## config.mk

```make
export PLATFORM = sky130hd
export DESIGN_NAME = imu_sample_health_monitor_unit
export DESIGN_NICKNAME = d
export VERILOG_FILES = /design/src/rtl/ishm_pkg.sv /design/src/rtl/imu_sample_health_monitor_unit.sv /design/src/rtl/ishm_accel_lane.sv /design/src/rtl/ishm_gyro_lane.sv /design/src/rtl/ishm_merge.sv /design/src/rtl/ishm_tracker.sv
export SDC_FILE = /design/constraint.sdc
export NUM_CORES = 2
export LEC_CHECK = 0
export BUFFER_PORTS_ARGS = -buffer_cell sky130_fd_sc_hd__buf_2
export CAP_MARGIN = 40
export CORE_ASPECT_RATIO = 1.1
export CORE_UTILIZATION = 60
export CTS_CLUSTER_SIZE = 8
export DETAILED_ROUTE_END_ITERATION = 8
export GPL_ROUTABILITY_DRIVEN = 0
export PLACE_DENSITY = 0.79
export SYNTH_ARGS = -nofsm -noshare
export SYNTH_HDL_FRONTEND = slang
export SYNTH_SLANG_ARGS = --single-unit
```

## constraint.sdc

```tcl
create_clock -name clk -period 22.3 [get_ports clk]
set_input_delay 2.23 -clock clk [delete_from_list [all_inputs] [get_ports clk]]
set_output_delay 2.23 -clock clk [all_outputs]
set_load 0.02 [all_outputs]
```

## src/rtl/ishm_pkg.sv

```systemverilog
`default_nettype none
// ---------------------------------------------------------------------------
// IMU sample health monitor package
// Shared widths, register indexes, health codes and transaction payloads.
// ---------------------------------------------------------------------------
package ishm_pkg;

  localparam int TIME_BITS  = 48;
  localparam int AXIS_BITS  = 16;
  localparam int SEQ_BITS   = 16;
  localparam int CNT_BITS   = 32;
  localparam int THR_BITS   = 32;
  localparam int LIM_BITS   = 16;
  localparam int MAG_BITS   = 2 * AXIS_BITS;
  localparam int SUM_BITS   = MAG_BITS + 2;
  localparam int GCMP_BITS  = (AXIS_BITS > LIM_BITS) ? AXIS_BITS + 1 : LIM_BITS + 1;
  localparam int CFG_BITS   = (TIME_BITS > THR_BITS) ? TIME_BITS : THR_BITS;
  localparam int IDX_BITS   = 3;

  localparam logic [IDX_BITS-1:0] REG_ACCEL_MIN   = 3'd0;
  localparam logic [IDX_BITS-1:0] REG_ACCEL_MAX   = 3'd1;
  localparam logic [IDX_BITS-1:0] REG_GYRO_LIMIT  = 3'd2;
  localparam logic [IDX_BITS-1:0] REG_RUN_LIMIT   = 3'd3;
  localparam logic [IDX_BITS-1:0] REG_STALE_AGE   = 3'd4;
  localparam logic [IDX_BITS-1:0] REG_TIMEOUT_AGE = 3'd5;

  localparam logic KIND_SAMPLE = 1'b0;
  localparam logic KIND_POLL   = 1'b1;

  localparam logic [THR_BITS-1:0]  RST_ACCEL_MIN   = 32'd16777216;
  localparam logic [THR_BITS-1:0]  RST_ACCEL_MAX   = 32'd3221225472;
  localparam logic [LIM_BITS-1:0]  RST_GYRO_LIMIT  = 16'd32767;
  localparam logic [LIM_BITS-1:0]  RST_RUN_LIMIT   = 16'd5;
  localparam logic [TIME_BITS-1:0] RST_STALE_AGE   = TIME_BITS'(40000);
  localparam logic [TIME_BITS-1:0] RST_TIMEOUT_AGE = TIME_BITS'(200000);

  typedef enum logic [2:0] {
    ST_NOT_INIT = 3'd0,
    ST_OK       = 3'd1,
    ST_READ_ERR = 3'd2,
    ST_TIMEOUT  = 3'd3,
    ST_STALE    = 3'd4,
    ST_STUCK    = 3'd5,
    ST_INVALID  = 3'd6
  } health_t;

  typedef struct packed {
    logic                        kind;
    logic                        read_ok;
    logic                        sample_valid;
    logic signed [AXIS_BITS-1:0] accel_x;
    logic signed [AXIS_BITS-1:0] accel_y;
    logic signed [AXIS_BITS-1:0] accel_z;
    logic signed [AXIS_BITS-1:0] gyro_x;
    logic signed [AXIS_BITS-1:0] gyro_y;
    logic signed [AXIS_BITS-1:0] gyro_z;
    logic [TIME_BITS-1:0]        sample_stamp;
    logic [SEQ_BITS-1:0]         sample_seq;
    logic [TIME_BITS-1:0]        now_time;
  } item_t;

  typedef struct packed {
    health_t              health_state;
    logic [CNT_BITS-1:0]  read_error_count;
    logic [CNT_BITS-1:0]  sample_count;
    logic [CNT_BITS-1:0]  invalid_count;
    logic [CNT_BITS-1:0]  stuck_count;
    logic [CNT_BITS-1:0]  stale_count;
    logic [CNT_BITS-1:0]  timeout_count;
    logic [CNT_BITS-1:0]  identical_run;
    logic [TIME_BITS-1:0] last_good_time;
  } result_t;

  typedef struct packed {
    logic [THR_BITS-1:0]  accel_mag_sq_min;
    logic [THR_BITS-1:0]  accel_mag_sq_max;
    logic [LIM_BITS-1:0]  gyro_abs_limit;
    logic [LIM_BITS-1:0]  run_limit;
    logic [TIME_BITS-1:0] stale_age;
    logic [TIME_BITS-1:0] timeout_age;
  } cfg_t;

  typedef struct packed {
    logic  valid;
    logic  plausible;
    item_t item;
  } stage_t;

  function automatic logic [CNT_BITS-1:0] sat_inc(input logic [CNT_BITS-1:0] v);
    return (v == '1) ? v : v + CNT_BITS'(1);
  endfunction

endpackage
`default_nettype wire

```

## src/rtl/imu_sample_health_monitor_unit.sv

```systemverilog
`default_nettype none
// ---------------------------------------------------------------------------
// IMU sample health monitor
// Six-lane sample checker with health state tracking and event counters.
// ---------------------------------------------------------------------------
// Path: input and lane registers, merge stage register, then the result register.
// Throughput: one transaction per cycle while rsp_stall is low; the state update in
//   the tracker stage closes the loop between consecutive transactions.
// Reset: rst clears state, counters and pipeline valids and loads the register
//   defaults; no clearing pass, ready on the first cycle after reset.
// ---------------------------------------------------------------------------
module imu_sample_health_monitor_unit (
  input  wire logic                          clk,
  input  wire logic                          rst,
  input  wire logic                          cfg_we,
  input  wire logic [ishm_pkg::IDX_BITS-1:0] cfg_index,
  input  wire logic [ishm_pkg::CFG_BITS-1:0] cfg_data,
  input  wire logic                          req_valid,
  output logic                               req_stall,
  input  wire ishm_pkg::item_t               req,
  output logic                               rsp_valid,
  input  wire logic                          rsp_stall,
  output ishm_pkg::result_t                  rsp
);
  import ishm_pkg::*;

  cfg_t                cfg;
  logic                s1_valid;
  item_t               s1_item;
  logic                s1_load;
  logic                s2_ready;
  logic                out_ready;
  stage_t              s2;
  logic [MAG_BITS-1:0] sq_x, sq_y, sq_z;
  logic [2:0]          gyro_over;

  assign req_stall = s1_valid && !s2_ready;
  assign s1_load   = req_valid && !req_stall;

  always_ff @(posedge clk) begin
    if (rst) begin
      cfg.accel_mag_sq_min <= RST_ACCEL_MIN;
      cfg.accel_mag_sq_max <= RST_ACCEL_MAX;
      cfg.gyro_abs_limit   <= RST_GYRO_LIMIT;
      cfg.run_limit        <= RST_RUN_LIMIT;
      cfg.stale_age        <= RST_STALE_AGE;
      cfg.timeout_age      <= RST_TIMEOUT_AGE;
    end else if (cfg_we) begin
      case (cfg_index)
        REG_ACCEL_MIN:   cfg.accel_mag_sq_min <= cfg_data[THR_BITS-1:0];
        REG_ACCEL_MAX:   cfg.accel_mag_sq_max <= cfg_data[THR_BITS-1:0];
        REG_GYRO_LIMIT:  cfg.gyro_abs_limit   <= cfg_data[LIM_BITS-1:0];
        REG_RUN_LIMIT:   cfg.run_limit        <= cfg_data[LIM_BITS-1:0];
        REG_STALE_AGE:   cfg.stale_age        <= cfg_data[TIME_BITS-1:0];
        REG_TIMEOUT_AGE: cfg.timeout_age      <= cfg_data[TIME_BITS-1:0];
        default: ;
      endcase
    end
  end

  always_ff @(posedge clk) begin
    if (rst) begin
      s1_valid <= 1'b0;
    end else if (!req_stall) begin
      s1_valid <= req_valid;
    end
    if (s1_load) begin
      s1_item <= req;
    end
  end

  ishm_accel_lane u_lane_ax (.clk(clk), .en(s1_load), .axis(req.accel_x), .square(sq_x));
  ishm_accel_lane u_lane_ay (.clk(clk), .en(s1_load), .axis(req.accel_y), .square(sq_y));
  ishm_accel_lane u_lane_az (.clk(clk), .en(s1_load), .axis(req.accel_z), .square(sq_z));

  ishm_gyro_lane u_lane_gx (
    .clk(clk), .en(s1_load), .axis(req.gyro_x), .limit(cfg.gyro_abs_limit),
    .over(gyro_over[0])
  );
  ishm_gyro_lane u_lane_gy (
    .clk(clk), .en(s1_load), .axis(req.gyro_y), .limit(cfg.gyro_abs_limit),
    .over(gyro_over[1])
  );
  ishm_gyro_lane u_lane_gz (
    .clk(clk), .en(s1_load), .axis(req.gyro_z), .limit(cfg.gyro_abs_limit),
    .over(gyro_over[2])
  );

  ishm_merge u_merge (
    .clk       (clk),
    .rst       (rst),
    .in_valid  (s1_valid),
    .in_item   (s1_item),
    .sq_x      (sq_x),
    .sq_y      (sq_y),
    .sq_z      (sq_z),
    .gyro_over (gyro_over),
    .cfg       (cfg),
    .next_ready(out_ready),
    .ready     (s2_ready),
    .stage     (s2)
  );

  ishm_tracker u_tracker (
    .clk      (clk),
    .rst      (rst),
    .stage    (s2),
    .cfg      (cfg),
    .ready    (out_ready),
    .rsp_valid(rsp_valid),
    .rsp_stall(rsp_stall),
    .rsp      (rsp)
  );

endmodule
`default_nettype wire

```

## src/rtl/ishm_accel_lane.sv

```systemverilog
`default_nettype none
// ---------------------------------------------------------------------------
// Accelerometer lane
// Registered square of one signed accelerometer axis.
// ---------------------------------------------------------------------------
module ishm_accel_lane (
  input  wire logic                                 clk,
  input  wire logic                                 en,
  input  wire logic signed [ishm_pkg::AXIS_BITS-1:0] axis,
  output logic [ishm_pkg::MAG_BITS-1:0]             square
);
  import ishm_pkg::*;

  logic signed [MAG_BITS-1:0] prod;

  assign prod = axis * axis;

  always_ff @(posedge clk) begin
    if (en) begin
      square <= unsigned'(prod);
    end
  end

endmodule
`default_nettype wire

```

## src/rtl/ishm_gyro_lane.sv

```systemverilog
`default_nettype none
// ---------------------------------------------------------------------------
// Gyroscope lane
// Registered over-limit flag for the magnitude of one signed gyro axis.
// ---------------------------------------------------------------------------
module ishm_gyro_lane (
  input  wire logic                                 clk,
  input  wire logic                                 en,
  input  wire logic signed [ishm_pkg::AXIS_BITS-1:0] axis,
  input  wire logic [ishm_pkg::LIM_BITS-1:0]        limit,
  output logic                                      over
);
  import ishm_pkg::*;

  logic [AXIS_BITS-1:0] mag;

  assign mag = axis[AXIS_BITS-1] ? unsigned'(-axis) : unsigned'(axis);

  always_ff @(posedge clk) begin
    if (en) begin
      over <= GCMP_BITS'(mag) > GCMP_BITS'(limit);
    end
  end

endmodule
`default_nettype wire

```

## src/rtl/ishm_merge.sv

```systemverilog
`default_nettype none
// ---------------------------------------------------------------------------
// Lane merge stage
// Sums the accelerometer squares, checks the magnitude window and combines
// the gyro flags into one plausibility bit per transaction.
// ---------------------------------------------------------------------------
module ishm_merge (
  input  wire logic                          clk,
  input  wire logic                          rst,
  input  wire logic                          in_valid,
  input  wire ishm_pkg::item_t               in_item,
  input  wire logic [ishm_pkg::MAG_BITS-1:0] sq_x,
  input  wire logic [ishm_pkg::MAG_BITS-1:0] sq_y,
  input  wire logic [ishm_pkg::MAG_BITS-1:0] sq_z,
  input  wire logic [2:0]                    gyro_over,
  input  wire ishm_pkg::cfg_t                cfg,
  input  wire logic                          next_ready,
  output logic                               ready,
  output ishm_pkg::stage_t                   stage
);
  import ishm_pkg::*;

  logic [SUM_BITS-1:0] mag;
  logic                mag_ok;

  assign mag    = SUM_BITS'(sq_x) + SUM_BITS'(sq_y) + SUM_BITS'(sq_z);
  assign mag_ok = (mag >= SUM_BITS'(cfg.accel_mag_sq_min)) &&
                  (mag <= SUM_BITS'(cfg.accel_mag_sq_max));
  assign ready  = !stage.valid || next_ready;

  always_ff @(posedge clk) begin
    if (rst) begin
      stage.valid <= 1'b0;
    end else if (ready) begin
      stage.valid <= in_valid;
    end
    if (ready && in_valid) begin
      stage.item      <= in_item;
      stage.plausible <= mag_ok && (gyro_over == 3'b000);
    end
  end

endmodule
`default_nettype wire

```

## src/rtl/ishm_tracker.sv

```systemverilog
`default_nettype none
// ---------------------------------------------------------------------------
// Health tracker
// Keeps health state, previous sample, counters and the result register.
// ---------------------------------------------------------------------------
module ishm_tracker (
  input  wire logic             clk,
  input  wire logic             rst,
  input  wire ishm_pkg::stage_t stage,
  input  wire ishm_pkg::cfg_t   cfg,
  output logic                  ready,
  output logic                  rsp_valid,
  input  wire logic             rsp_stall,
  output ishm_pkg::result_t     rsp
);
  import ishm_pkg::*;

  health_t                     state_code, state_code_next;
  logic                        have_previous, have_previous_next;
  logic signed [AXIS_BITS-1:0] prev_axes [6];
  logic [TIME_BITS-1:0]        prev_stamp;
  logic [SEQ_BITS-1:0]         prev_seq;
  logic [TIME_BITS-1:0]        good_stamp, good_stamp_next;
  logic [CNT_BITS-1:0]         n_rd_err, n_rd_err_next;
  logic [CNT_BITS-1:0]         n_samples, n_samples_next;
  logic [CNT_BITS-1:0]         n_invalid, n_invalid_next;
  logic [CNT_BITS-1:0]         n_stuck, n_stuck_next;
  logic [CNT_BITS-1:0]         n_stale, n_stale_next;
  logic [CNT_BITS-1:0]         n_timeout, n_timeout_next;
  logic [CNT_BITS-1:0]         run, run_next;
  logic                        keep_prev;
  logic                        same;
  logic                        stuck;
  logic [TIME_BITS-1:0]        age;
  logic                        move;
  item_t                       it;

  assign it    = stage.item;
  assign ready = !rsp_valid || !rsp_stall;
  assign move  = stage.valid && ready;
  assign age   = it.now_time - good_stamp;
  assign same  = (it.accel_x == prev_axes[0]) && (it.accel_y == prev_axes[1]) &&
                 (it.accel_z == prev_axes[2]) && (it.gyro_x == prev_axes[3]) &&
                 (it.gyro_y == prev_axes[4]) && (it.gyro_z == prev_axes[5]);

  always_comb begin
    state_code_next    = state_code;
    have_previous_next = have_previous;
    good_stamp_next    = good_stamp;
    n_rd_err_next      = n_rd_err;
    n_samples_next     = n_samples;
    n_invalid_next     = n_invalid;
    n_stuck_next       = n_stuck;
    n_stale_next       = n_stale;
    n_timeout_next     = n_timeout;
    run_next           = run;
    keep_prev          = 1'b0;
    stuck              = 1'b0;
    if (it.kind == KIND_POLL) begin
      if (state_code != ST_NOT_INIT && have_previous) begin
        if (age > cfg.timeout_age) begin
          if (state_code != ST_TIMEOUT) begin
            n_timeout_next = sat_inc(n_timeout);
          end
          state_code_next = ST_TIMEOUT;
        end else if (age > cfg.stale_age) begin
          if (state_code != ST_STALE) begin
            n_stale_next = sat_inc(n_stale);
          end
          state_code_next = ST_STALE;
        end
      end
    end else if (!it.read_ok || !it.sample_valid) begin
      n_rd_err_next   = sat_inc(n_rd_err);
      state_code_next = ST_READ_ERR;
    end else begin
      n_samples_next = sat_inc(n_samples);
      if ((have_previous && it.sample_stamp < prev_stamp) || !stage.plausible) begin
        n_invalid_next  = sat_inc(n_invalid);
        state_code_next = ST_INVALID;
      end else begin
        keep_prev = 1'b1;
        if (have_previous) begin
          if (same || it.sample_seq == prev_seq) begin
            run_next = sat_inc(run);
            stuck    = run_next >= CNT_BITS'(cfg.run_limit);
          end else begin
            run_next = '0;
          end
        end
        if (stuck) begin
          n_stuck_next    = sat_inc(n_stuck);
          state_code_next = ST_STUCK;
        end else begin
          have_previous_next = 1'b1;
          good_stamp_next    = it.sample_stamp;
          state_code_next    = ST_OK;
        end
      end
    end
  end

  always_ff @(posedge clk) begin
    if (rst) begin
      state_code    <= ST_NOT_INIT;
      have_previous <= 1'b0;
      good_stamp    <= '0;
      n_rd_err      <= '0;
      n_samples     <= '0;
      n_invalid     <= '0;
      n_stuck       <= '0;
      n_stale       <= '0;
      n_timeout     <= '0;
      run           <= '0;
      rsp_valid     <= 1'b0;
    end else begin
      if (ready) begin
        rsp_valid <= stage.valid;
      end
      if (move) begin
        state_code    <= state_code_next;
        have_previous <= have_previous_next;
        good_stamp    <= good_stamp_next;
        n_rd_err      <= n_rd_err_next;
        n_samples     <= n_samples_next;
        n_invalid     <= n_invalid_next;
        n_stuck       <= n_stuck_next;
        n_stale       <= n_stale_next;
        n_timeout     <= n_timeout_next;
        run           <= run_next;
      end
    end
    if (move && keep_prev) begin
      prev_axes[0] <= it.accel_x;
      prev_axes[1] <= it.accel_y;
      prev_axes[2] <= it.accel_z;
      prev_axes[3] <= it.gyro_x;
      prev_axes[4] <= it.gyro_y;
      prev_axes[5] <= it.gyro_z;
      prev_stamp   <= it.sample_stamp;
      prev_seq     <= it.sample_seq;
    end
    if (move) begin
      rsp.health_state     <= state_code_next;
      rsp.read_error_count <= n_rd_err_next;
      rsp.sample_count     <= n_samples_next;
      rsp.invalid_count    <= n_invalid_next;
      rsp.stuck_count      <= n_stuck_next;
      rsp.stale_count      <= n_stale_next;
      rsp.timeout_count    <= n_timeout_next;
      rsp.identical_run    <= run_next;
      rsp.last_good_time   <= good_stamp_next;
    end
  end

  a_good_stamp_on_ok: assert property (@(posedge clk) disable iff (rst)
    (good_stamp != $past(good_stamp)) |-> (state_code == ST_OK))
    else $error("last good time moved without an ok sample");

  a_have_prev_sticks: assert property (@(posedge clk) disable iff (rst)
    have_previous |=> have_previous)
    else $error("good-sample flag dropped");

  a_no_return_init: assert property (@(posedge clk) disable iff (rst)
    (state_code != ST_NOT_INIT) |=> (state_code != ST_NOT_INIT))
    else $error("health state went back to not initialized");

  a_init_no_good: assert property (@(posedge clk) disable iff (rst)
    (state_code == ST_NOT_INIT) |-> !have_previous)
    else $error("good sample recorded while not initialized");

endmodule
`default_nettype wire
```

==> results.cfg <==
[job]
cap_viol_max_count = 0

[timing]
setup_violations = 0
fin_crit_sh_pct = 37.7
relSlewSlack_pct = 15.7
final_max_slew_viol_count = 0
rsz0062_at_grt = false
worst_pin_slew_ps = 1260
finalHoldViolCount = 0
fmax_mhz = 119
clock-skew-final_ps = 41.6
final.setup.tns_ps = 0
period_needed_ps = 8420

[pwr]
vdd_drop_max_mv = 0.458
p_leak_nw = 42.7
p_per_area_nw_per_um2 = 160

[detailed_routing]
drtAntennaViolNets = 0
wl_per_cell_um = 20.2
drtPass1Iterations = 7
drt-vias-per-instance = 5.71
wl_um = 233000
drtIter0Drc = 5636
vias = 65800
drcViolationCount = 0

[yosys]
ys_warn_count = 0
synthDistinctLibCells = 89
synthesis.nets = 10400
ys_ff_latch = 1422
syn-mean-instance-area_um2 = 10.5
synth_edf_count = 951
netlist_area_um2 = 92400
ys_seq_area_share_pct = 41.1
syn_inst = 8784
dominantRegCellSynth = edfxtp_1
synthArstFlopShare_pct = 0

[clock_network]
numCtsBuffers = 197
cts_setup_buffers = 0
clk_latency_ps = 840
holdBufCountCts = 0
path_clk_slew_ps = 50
cts.path.max_buffers = 3
cts_tree = done
cts_root_buf = clkbuf_16
cts_resized = 0
cts_sinks = 1422
h-tree-depth = 4

[grt]
overflow = 0
antenna_found_initial = 74
grt_pass1_wl_um = 361000
grt_usage_pct = 30.0
grt_max_degree = 240
grt_pass1_vias = 67100

[setup_path]
crit_chain = buf_2 > clkinv_1 > nor2_1 > fa_1 > fa_1 > inv_1 > fa_1 > fa_1 > fa_1 > fa_1 > inv_1 > ha_1 > and3_1 > nand3_1 > nor2_1 > a21boi_0 > o21ai_0 > or4_1 > a31o_2 > a21oi_1 > xnor2_1
worstSetupPathType = input port to flop
start_kind = input port
r2r_cells = 31
cp-end-kind = flop
r2r_slack_ps = 14290
r2r-end = u_merge.stage[211]
crit_fanout = 24
crit_path_frequent_cell = fa_1
slowest_delay_ps = 680
crit_slowest_cell = fa_1
r2r-start = u_lane_ax.square[3]
required_ps = 22880
worstPathArrival_ps = 9000

[floorplan]
die_h_um = 414
core_um2 = 152000
rows = 150
start_util_pct = 60.6
die_w_um = 376
die-area_um2 = 156000
num_io_pins = 544

[min_path]
worstHoldPathCells = 0
hold_path.class = flop to flop
hold_start = s1_item[132]
hold-path-endpoint = u_merge.stage[132]

[layout]
n_fill_cell = 11200
layout-drive-gt1-share_pct = 9.42
multi_input_area_um2 = 48500
ff_latch_area_um2 = 38000
fin_nets = 10900
fin_cells = 11500
synthToLayoutAreaGrowth_pct = 11.5
fin_area_um2 = 103000

[placement]
hpwl_um = 175000
port_buffers = 543
dpl.cell_count = 11100
placed_cell_area_um2 = 97200

[outcome]
status = complete, no violations
==> per-stage QoR <==
stage               power, mW  hold WS [ps]  worst slack [ps]  util (%)
floorplan                11.1           400              5370         -
global placement         13.2           400             13270      63.6
detailed placement       13.6           405             13070      63.8
CTS                      16.5           385             13960      67.5
global route             17.8           394             13540      67.6
finish                   16.5           396             13880      67.6
==> where the power goes <==
group	switching [mW]	internal, mW
registers	0.109	3.41
clock network	1.14	1.64
logic	5.80	4.39
==> cell usage in the layout, fill, tap and decap left out, drive strengths merged, types with 101 or more instances in the layout <==
cell / netlist / layout
nor2: 550 / 550
nand2: 899 / 899
and2: 179 / 179
and3: 101 / 101
ha: 645 / 645
xnor2: 434 / 434
inv: 1282 / 1289
a21oi: 419 / 419
dfxtp: 471 / 471
a21o: 150 / 150
fa: 721 / 721
edfxtp: 951 / 951
xor2: 263 / 263
o21ai: 232 / 232
nand3: 193 / 193
buf: 44 / 588
clkbuf: 248 / 324
nand4: 152 / 152
==> layout make-up <==
| class | instances | area share (%) |
|---|---|---|
| Inverter | 1285 | 4.69 |
| Timing Repair Buffer | 592 | 3.23 |
| Clock inverter | 17 | 0.231 |
| Multi-Input combinational cell | 5785 | 47.1 |
| Antenna cell | 53 | 0.129 |
| Sequential cell | 1422 | 36.9 |
| Tap cell | 2052 | 2.49 |
| Clock buffer | 323 | 5.26 |
==> logic make-up after synthesis <==
| family | count (synthesis) | synth area share (%) |
|---|---|---|
| AOI/OAI and AO/OA | 1131 | 7.59 |
| xor gates and xnor gates | 697 | 6.61 |
| adders and majority gates | 1366 | 24.4 |
| buffers and inverters | 1577 | 6.50 |
| DFF | 1422 | 41.1 |
| muxes | 81 | 0.911 |
| and+or+nand+nor | 2510 | 12.9 |
==> sequential cells by signal (all words and copies together) (netlist names), 3 cells and up <==
register / flops
u_tracker.state_code: 3
u_tracker.n_stale: 32
u_tracker.prev_seq: 16
u_merge.stage: 213
u_tracker.prev_axes: 96
u_tracker.n_stuck: 32
u_tracker.n_samples: 32
s1_item: 211
u_lane_ax.square: 30
u_tracker.good_stamp: 48
u_tracker.run: 32
u_lane_az.square: 30
cfg: 192
u_tracker.n_invalid: 32
u_tracker.n_timeout: 32
u_tracker.prev_stamp: 48
u_lane_ay.square: 30
u_tracker.rsp: 275
u_tracker.n_rd_err: 32
==> how the worst max path moves through the flow <==
stage / depth (start not counted) / to / startpoint
2_1_floorplan: 3 / s1_item[0] / rsp_stall
3_3_place_gp: 21 / u_lane_ax.square[31] / req[207]
3_5_place_dp: 21 / u_lane_ax.square[31] / req[207]
4_1_cts: 21 / u_lane_ax.square[31] / req[207]
5_1_grt: 21 / u_lane_ax.square[31] / req[207]
6_report: 21 / u_lane_ax.square[31] / req[207]
==> worst max-delay path, delay by kind of cell <==
family	cells	cell delay [ps]
simple gates	5	1270
xor+xnor	1	80
compound gates	4	860
fa+ha+maj	7	3540
buf+inv	4	1010
==> synthesized netlist by cell type, types with 21 or more instances <==
cell	instances	share of area (%)
clkbuf_1	248	1.0
mux2_2	22	0.27
xor2_1	263	2.5
xnor2_1	434	4.1
ha_1	645	8.7
nor2b_1	86	0.58
a211o_1	33	0.31
a211oi_1	44	0.36
edfxtp_1	951	31
fa_1	721	16
and3_1	101	0.68
inv_1	1282	5.2
nand3_1	192	1.0
nor3_1	91	0.49
a21oi_1	417	2.3
o21a_1	53	0.43
or3_1	39	0.26
nand4_1	152	1.0
nor2_1	550	2.2
o31ai_1	41	0.33
o21ai_0	231	1.3
and2_1	177	1.2
buf_2	21	0.11
nand2_1	898	3.6
a21o_1	150	1.2
mux2i_1	56	0.61
dfxtp_1	471	10
nor4_1	46	0.31
and4_1	29	0.27
nand2b_1	74	0.50
==> metal layers <==
metal  wire length, µm  vias to the layer above  global-route usage, %
li1                  -                    30300                      -
met1             85200                    32200                   35.2
met2            114000                     2592                   50.8
met3             17800                      692                   5.70
met4             15400                       34                   18.8
met5               296                        -                      0
Note: power is estimated with default switching activity, not from simulation.
